`src/rtl/kvt_pkg.sv`:
```
`timescale 1ns / 1ps
package kvt_pkg;

  localparam int TABLE_DEPTH = 16;
  localparam int IDX_W = (TABLE_DEPTH > 1) ? $clog2(TABLE_DEPTH) : 1;

  localparam logic [1:0] ACT_INSERT = 2'd0;
  localparam logic [1:0] ACT_LOOKUP = 2'd1;
  localparam logic [1:0] ACT_REMOVE = 2'd2;

  localparam logic [1:0] ST_OK        = 2'd0;
  localparam logic [1:0] ST_IN_USE    = 2'd1;
  localparam logic [1:0] ST_NOT_FOUND = 2'd2;
  localparam logic [1:0] ST_FULL      = 2'd3;

  typedef struct packed {
    logic [1:0]         action;
    logic signed [31:0] key;
    logic signed [31:0] value;
  } kvt_req_t;

  typedef struct packed {
    logic [1:0]         status;
    logic signed [31:0] found_value;
  } kvt_rsp_t;

  typedef struct packed {
    logic signed [31:0] key;
    logic signed [31:0] value;
  } kvt_entry_t;

  typedef enum logic [1:0] {
    S_IDLE,
    S_SCAN,
    S_LAST,
    S_FINISH
  } kvt_state_t;

endpackage

```
`src/rtl/kvt_ram.sv`:
```
`timescale 1ns / 1ps
module kvt_ram
  import kvt_pkg::*;
(
  input  logic             clk,
  input  logic             we,
  input  logic [IDX_W-1:0] waddr,
  input  kvt_entry_t       wdata,
  input  logic [IDX_W-1:0] raddr,
  output kvt_entry_t       rdata
);

  kvt_entry_t mem [TABLE_DEPTH];

  always_ff @(posedge clk) begin
    if (we) begin
      mem[waddr] <= wdata;
    end
    rdata <= mem[raddr];
  end

endmodule

```
`src/rtl/key_value_table.sv`:
```
`timescale 1ns / 1ps
// A new item is taken only when busy is low, so the block does not start one before the last is through.
// Each item runs a scan reading one entry per cycle through the single read port, then a last
// compare state (S_LAST) and a write-back state (S_FINISH).
// Reset clears all valid bits at once and returns to idle; the entry memory itself is not cleared.
// Each result is shown on done for one cycle, while busy is low; the receiver cannot stall.
module key_value_table
  import kvt_pkg::*;
(
  input  logic     clk,
  input  logic     rst,
  input  logic     start,
  output logic     busy,
  input  kvt_req_t req,
  output logic     done,
  output kvt_rsp_t rsp
);

  localparam logic [IDX_W-1:0] LAST_IDX = IDX_W'(TABLE_DEPTH - 1);

  kvt_state_t state, state_next;
  kvt_req_t   req_q;
  logic [IDX_W-1:0] rd_addr;
  logic [IDX_W-1:0] cmp_idx;
  logic             cmp_vld;
  logic [TABLE_DEPTH-1:0] valid;

  logic             hit;
  logic [IDX_W-1:0] hit_idx;
  logic signed [31:0] hit_value;
  logic             free_found;
  logic [IDX_W-1:0] free_idx;

  kvt_entry_t rdata;
  kvt_entry_t wdata;
  kvt_rsp_t   rsp_next;
  logic       accept;
  logic       cur_valid;
  logic       match;
  logic       ins_ok;
  logic       rem_ok;

  assign accept = start && !busy;
  assign busy   = (state != S_IDLE);

  assign wdata.key   = req_q.key;
  assign wdata.value = req_q.value;

  kvt_ram u_ram (
    .clk   (clk),
    .we    (ins_ok),
    .waddr (free_idx),
    .wdata (wdata),
    .raddr (rd_addr),
    .rdata (rdata)
  );

  always_ff @(posedge clk) begin
    if (rst) begin
      state <= S_IDLE;
    end else begin
      state <= state_next;
    end
  end

  always_comb begin
    state_next = state;
    unique case (state)
      S_IDLE: begin
        if (accept) state_next = S_SCAN;
      end
      S_SCAN: begin
        if (rd_addr == LAST_IDX) state_next = S_LAST;
      end
      S_LAST: begin
        state_next = S_FINISH;
      end
      S_FINISH: begin
        state_next = S_IDLE;
      end
      default: state_next = S_IDLE;
    endcase
  end

  // advance the read address; the compare stage trails it, working on the address of the previous cycle
  always_ff @(posedge clk) begin
    if (rst) begin
      rd_addr <= '0;
      cmp_vld <= 1'b0;
    end else begin
      cmp_vld <= (state == S_SCAN);
      if (accept) begin
        rd_addr <= '0;
      end else if (state == S_SCAN && rd_addr != LAST_IDX) begin
        rd_addr <= rd_addr + IDX_W'(1);
      end
    end
    cmp_idx <= rd_addr;
  end

  assign cur_valid = valid[cmp_idx];
  assign match     = cmp_vld && cur_valid && (rdata.key == req_q.key);

  always_ff @(posedge clk) begin
    if (rst) begin
      hit        <= 1'b0;
      free_found <= 1'b0;
    end else if (accept) begin
      hit        <= 1'b0;
      free_found <= 1'b0;
    end else if (cmp_vld) begin
      if (match) hit <= 1'b1;
      if (!cur_valid) free_found <= 1'b1;
    end
  end

  always_ff @(posedge clk) begin
    if (accept) begin
      req_q <= req;
    end
    if (match) begin
      hit_idx   <= cmp_idx;
      hit_value <= rdata.value;
    end
    // keep the lowest free slot
    if (cmp_vld && !cur_valid && !free_found) begin
      free_idx <= cmp_idx;
    end
  end

  always_comb begin
    rsp_next.status      = ST_OK;
    rsp_next.found_value = '0;
    ins_ok = 1'b0;
    rem_ok = 1'b0;
    case (req_q.action)
      ACT_INSERT: begin
        if (hit) begin
          rsp_next.status = ST_IN_USE;
        end else if (!free_found) begin
          rsp_next.status = ST_FULL;
        end else begin
          ins_ok = (state == S_FINISH);
        end
      end
      ACT_LOOKUP: begin
        if (hit) rsp_next.found_value = hit_value;
        else     rsp_next.status = ST_NOT_FOUND;
      end
      ACT_REMOVE: begin
        if (hit) rem_ok = (state == S_FINISH);
        else     rsp_next.status = ST_NOT_FOUND;
      end
      default: begin
        rsp_next.status = ST_OK;
      end
    endcase
  end

  always_ff @(posedge clk) begin
    if (rst) begin
      valid <= '0;
      done  <= 1'b0;
    end else begin
      done <= (state == S_FINISH);
      if (ins_ok) valid[free_idx] <= 1'b1;
      if (rem_ok) valid[hit_idx] <= 1'b0;
    end
  end

  always_ff @(posedge clk) begin
    if (state == S_FINISH) begin
      rsp <= rsp_next;
    end
  end

  a_done_after_finish: assert property (@(posedge clk) disable iff (rst)
    done |-> $past(state) == S_FINISH)
    else $error("result strobe without a finished scan");

  a_insert_grows: assert property (@(posedge clk) disable iff (rst)
    ins_ok |=> $countones(valid) == $past($countones(valid)) + 1)
    else $error("insert did not claim a free entry");

  a_remove_shrinks: assert property (@(posedge clk) disable iff (rst)
    rem_ok |=> $countones(valid) + 1 == $past($countones(valid)))
    else $error("remove did not release an entry");

  a_value_only_on_ok: assert property (@(posedge clk) disable iff (rst)
    (done && rsp.found_value != 0) |-> rsp.status == ST_OK)
    else $error("value returned with a failing status");

endmodule

```
`config.mk`:
```
export PLATFORM = sky130hd
export DESIGN_NAME = key_value_table
export DESIGN_NICKNAME = d
export VERILOG_FILES = /design/src/rtl/kvt_pkg.sv /design/src/rtl/kvt_ram.sv /design/src/rtl/key_value_table.sv
export SDC_FILE = /design/constraint.sdc
export NUM_CORES = 1
export LEC_CHECK = 0
export ABC_AREA = 0
export BUFFER_PORTS_ARGS = -buffer_cell sky130_fd_sc_hd__buf_2
export CORE_ASPECT_RATIO = 1.75
export CORE_MARGIN = 1.5
export CORE_UTILIZATION = 43
export CTS_CLUSTER_SIZE = 14
export DETAILED_ROUTE_END_ITERATION = 7
export SLEW_MARGIN = 30
export SYNTH_ARGS = -nofsm -noshare
export SYNTH_HDL_FRONTEND = slang
export SYNTH_SLANG_ARGS = --single-unit
export TNS_END_PERCENT = 5
```
`constraint.sdc`:
```
create_clock -name clk -period 11.5 [get_ports clk]
set_input_delay 3.45 -clock clk [delete_from_list [all_inputs] [get_ports clk]]
set_output_delay 3.45 -clock clk [all_outputs]
set_load 0.01 [all_outputs]
```
# Word-level counts from Yosys, hierarchy flattened
# Memory sizes are Yosys's and may differ from the RTL's. A register that Yosys moved wholly into a read port is not among the register bits.
# Cells that the tools add are included.
dict set report totals {
  rom_bits 0
  latch_bits 0
  word_cells 80
  ram_bits 1024
  memories 1
  reg_bits 170
}
# name words word_bits rd rd_clocked_by_memory_dff write_ports line_no
set memory_table {}
lappend memory_table {u_ram.mem 16 64 1 1 1 kvt_ram.sv:13} ;# kvt_entry_t mem [TABLE_DEPTH];
dict set report op_classes {
  order_cmp 5
  addsub 1
  mul 0
  div 0
  bitwise 4
  n_eq_ne 10
  reduce_logical 20
  shifts 0
  muxes 23
}
# cell n
set op_table {}
lappend op_table {{$mux 16} 3}
lappend op_table {{$eq 32x32->1} 1}
lappend op_table {{$and 16x16->16} 1}
lappend op_table {{$not 16->16} 1}
lappend op_table {{$or 16x16->16} 1}
lappend op_table {{$lt 4x5->1 const B} 3}
lappend op_table {{$mux 1} 10}
lappend op_table {{$mux 2} 5}
lappend op_table {{$demux 1 s4} 2}
lappend op_table {{$ge 4x1->1 const B} 2}
lappend op_table {{$logic_and 1x1->1} 8}
lappend op_table {{$pmux 2 s4} 1}
lappend op_table {{$reduce_and 2->1} 4}
lappend op_table {{$eq 2x2->1 const B} 3}
lappend op_table {{$add 4x1->4 const B} 1}
lappend op_table {{$bmux 1 s4} 1}
lappend op_table {{$eq 2x1->1 const B} 2}
lappend op_table {{$eq 4x4->1 const B} 1}
lappend op_table {{$logic_not 2->1} 2}
lappend op_table {{$ne 2x2->1 const B} 2}
lappend op_table {{$ne 4x4->1 const B} 1}
lappend op_table {{$pmux 2 s2} 1}
lappend op_table {{$reduce_or 2->1} 2}
lappend op_table {{$logic_not 1->1} 3}
lappend op_table {{2 further kinds} 2}

# Logic depth before layout (Yosys ltp)
dict set report logic_depth {
  depth_word 9
  ltp_mapped 7
  mapped_depth_nobuf 7
}

# By module
# A second synthesis with hierarchy kept.
dict set report unflattened {
  hier_cells 2009
  area_unflattened_um2 45771.4
}
# mod area_per_inst_um2 n_inst seq_area_each_um2 cells_per_inst
set modules_own_cells {}
lappend modules_own_cells {kvt_ram 39581.7 1 32030.7 1647}
lappend modules_own_cells {key_value_table 6189.7 1 4804.6 362}

# Worst setup path before layout
# OpenSTA, ideal clock, no wires.
dict set report synth_path {
  kind {input -> register}
  startpoint {in start}
  endpoint {reg hit}
  stages 5
  setup_slack_ps 4466
  arrival_time_ps 6917
  setup_time_ps 118
  required_time_ps 11382
  cell_sequence {inv_1 -> nor2_1 -> or2_1 -> clkbuf_1 -> o21ba_1}
}
dict set report synth_between {
  elab_chain_cells 2
}
# element line_no
set synth_lines {}
lappend synth_lines {{start: declaration} key_value_table.sv:12} ;# input logic start,
lappend synth_lines {{$logic_and 1x1->1} key_value_table.sv:43} ;# assign accept = start && !busy;
lappend synth_lines {{named net accept} key_value_table.sv:37} ;# logic accept;
lappend synth_lines {{$reduce_or 2->1 (no source line)} --}
lappend synth_lines {{end signal: assignment} key_value_table.sv:106} ;# hit <= 1'b0;
lappend synth_lines {{end signal: assignment} key_value_table.sv:109} ;# hit <= 1'b0;
lappend synth_lines {{end signal: assignment} key_value_table.sv:112} ;# if (match) hit <= 1'b1;
lappend synth_lines {{end: declaration} key_value_table.sv:28} ;# logic hit;
# The timed path passes the listed nets, and every way through them passes these cells.
# A chain may end at the register's enable or synchronous reset.

# Worst setup path after layout
dict set report layout_path {
  startpoint {reg state[0]}
  endpoint {out busy}
}
dict set report layout_between {
  elab_chain_cells 1
}
# element line_no
set layout_lines {}
lappend layout_lines {{start: declaration} key_value_table.sv:21} ;# kvt_state_t state, state_next;
lappend layout_lines {{start signal: assignment} key_value_table.sv:62} ;# state <= state_next;
lappend layout_lines {{$reduce_bool 2->1} key_value_table.sv:44} ;# assign busy = (state != S_IDLE);
lappend layout_lines {{end: declaration} key_value_table.sv:13} ;# output logic busy,
# No other way between the ends.

==> summary.md <==
| Metric | Value |
|---|---|
| Place WS | 6.28 ns |
| Largest net degree at the start of global routing | 145 |
| Die ar. | 109000 um^2 |
| Synth top area cells | edfxtp_1, mux4_2, dfxtp_1 |
| Worst Hold Path EP | hit_value[17] |
| Worst Tran Pin Value | 0.943 ns |
| Die extent in y | 435 um |
| Ports | 105 |
| Syn Nets | 1935 |
| Setup-failing EPs final | 0 |
| Final hold slack | 0.403 ns |
| Clk sink count | 1258 |
| P&R area growth vs syn | 12.3% |
| Arrival time worst endpoint | 1.74 ns |
| DRC | 0 |
| Sequential share of the synthesized area | 80.2% |
| Yosys Warn Count | 0 |
| Ys async rst share | 0% |
| FF-to-FF setup slack | 8.00 ns |
| Max cap viols | 0 |
| Clock Tree Root | clkbuf_16 |
| Initial antenna violation count | 4 |
| Post-synth EDFFs | 1164 |
| Flops & latches, synth | 1258 |
| CTS tree | built |
| Vias per Instance | 5.65 |
| Final worst slack | 6.31 ns |
| Initial Util | 43.4% |
| Max-slew headroom | 37.2% |
| Vias | 19700 |
| CTS H-tree lvls | 3 |
| Depth of the worst hold-timing path | 0 |
| Final nets | 2116 |
| Mapped cell area | 46000 um^2 |
| # port buffers | 104 |
| HP Start | u_ram.rdata[17] |
| Reg2reg path depth | 4 |
| Critical Path Fanout Max | 4 |
| FF-to-FF End | u_ram.rdata[2] |
| ANT nets after route | 0 |
| Fin cells | 3491 |
| Dpl hpwl | 51300 um |
| Skew final | 0.0227 ns |
| Die width | 250 um |
| WL/cell | 29.2 um |
| Final hold viol count | 0 |
| TritonCTS Buffers | 109 |
| Rows | 158 |
| Unique masters post-synth | 35 |
| First-pass GRT wire length | 149000 um |
| Yosys top cell area share | 76.1% |
| GRT Util Overall | 19.1% |
| DRT Pass-1 Iters | 5 |
| Period utilization | 45.2% |
| Run status | finished clean |
| Crit Path Category | flop to output port |
| Layout Utilization | 48.7% |
| Yosys top cell by area | edfxtp_1 |
| Skew-Pair Late Insertion Delay | 0.71 ns |
| CTS Buffer Depth | 3 |
| Period minus WS final | 5.19 ns |
| Most frequent cell after synthesis | edfxtp_1 |
| Post-CTS setup buffers | 0 |
| RSZ-0062 raised after global routing | no |
| Drt total wl | 102000 um |
| Core area | 106000 um^2 |
| Mapped Avg Cell Area | 24.8 um^2 |
| Post-cts sizing count | 0 |
| TNS Setup | 0 ns |
| Crit path launch type | flop |
| Cells after Synth | 1856 |
| Gr ovfl total | 0 |
| Top_reg_cell synth | edfxtp_1 |
| Leakage | 15.8 nW |
| Placed cell count | 3286 |
| Fmax | 193 MHz |
| Fin. max-slew vios | 0 |
| Vias in the first global route | 21900 |
| GPL Wtd Cong | 0.715 |
| Clock transition at path regs | 0.07 ns |
| Share of cells above drive strength 1 | 30.1% |
| Critical path data required time | 8.05 ns |
| PwrDens | 200 nW/um^2 |
| Commonest cells in the netlist | edfxtp_1, mux4_2, dfxtp_1 |
| Hold crit path type | flop to flop |
| Starting DRT DRC Count | 1827 |
| Fillers | 8467 |
| # hold bufs at CTS | 0 |
| Max IR drop VDD | 0.000132 V |
| Reg-to-reg critical path startpoint | rd_addr[0] |
| Crit end category | output port |
[worst max-delay path, cell delays in order (launching register included)]
cell and delay, ns:
dfxtp_1 0.40, inv_1 0.11, ha_1 0.22, inv_1 0.12, buf_2 0.20
[registers in the layout (all words and copies together), names as in the netlist, 16 cells and up]
| signal | flops |
|---|---|
| hit_value | 32 |
| req_q | 66 |
| rsp | 34 |
| u_ram.mem | 1024 |
| u_ram.rdata | 64 |
| valid | 16 |
[worst max path at each step]
stage / startpoint / to / slack, ns / depth (start not counted)
2_1_floorplan: start / hit / 4.47 / 5
3_3_place_gp: start / hit / 6.34 / 6
3_5_place_dp: start / hit / 6.28 / 6
4_1_cts: state[0] / busy / 6.25 / 4
5_1_grt: state[0] / busy / 6.18 / 4
6_report: state[0] / busy / 6.31 / 4
[per-layer routing]
metal / part of all wire [%] / up-vias / global-route usage (%)
met5: 0 / - / 0
met4: 1.7 / 0 / 5.10
met3: 4.5 / 110 / 2.66
met2: 53 / 547 / 34.0
met1: 40 / 10800 / 24.4
li1: - / 8237 / -
[layout make-up]
class	instances	area [um^2]	area share (%)
inverters	9	33.8	0.0654
clock inverters	31	238	0.460
repair buffers	151	956	1.85
multi-input cells	508	8690	16.8
well taps	1360	1700	3.30
clock buffers	172	3150	6.10
diodes	2	5.00	0.00969
flip-flops and latches	1258	36900	71.4
[placed cells by master (no fill, tap or decap), types with 6 or more instances in the layout]
| cell | instances |
|---|---|
| xnor2_1 | 32 |
| nor2_4 | 13 |
| clkbuf_1 | 48 |
| o21a_1 | 13 |
| clkinv_2 | 13 |
| clkbuf_16 | 112 |
| buf_4 | 35 |
| nor2_1 | 16 |
| mux4_2 | 318 |
| a21oi_1 | 12 |
| buf_6 | 8 |
| buf_2 | 104 |
| clkinv_1 | 7 |
| clkbuf_8 | 12 |
| inv_1 | 9 |
| and3_1 | 34 |
| ha_1 | 9 |
| mux4_1 | 6 |
| nand4_1 | 8 |
| dfxtp_1 | 90 |
| edfxtp_1 | 1164 |
[power breakdown]
part | switching, W | total, W | internal [W]
Clock | 0.00159 | 0.00352 | 0.00193
Combinational | 0.000508 | 0.00109 | 0.000580
Sequential | 0.000300 | 0.00569 | 0.00539
[stage by stage]
| stage | instance area [um^2] | power [W] |
|---|---|---|
| after floorplan | 46000 | 0.00659 |
| after global placement | 48200 | 0.00687 |
| after detailed placement | 48200 | 0.00692 |
| after CTS | 51600 | 0.0104 |
| after global routing | 51600 | 0.0107 |
| final | 51600 | 0.0103 |
[cell families (layout without fill, tap and decap cells)]
kind of cell | after synthesis | after routing | synth area share (%)
AO/OA/AOI/OAI | 35 | 35 | 0.504
AND/OR/NAND/NOR | 99 | 99 | 1.16
flip-flops | 1258 | 1258 | 80.2
buffers and inverters | 90 | 363 | 1.21
multiplexers | 329 | 329 | 16.0
other | 0 | 2 | 0
XOR/XNOR | 35 | 35 | 0.667
adder cells (fa/ha/maj) | 10 | 10 | 0.272
No activity file was read; power rests on OpenSTA's default activity.
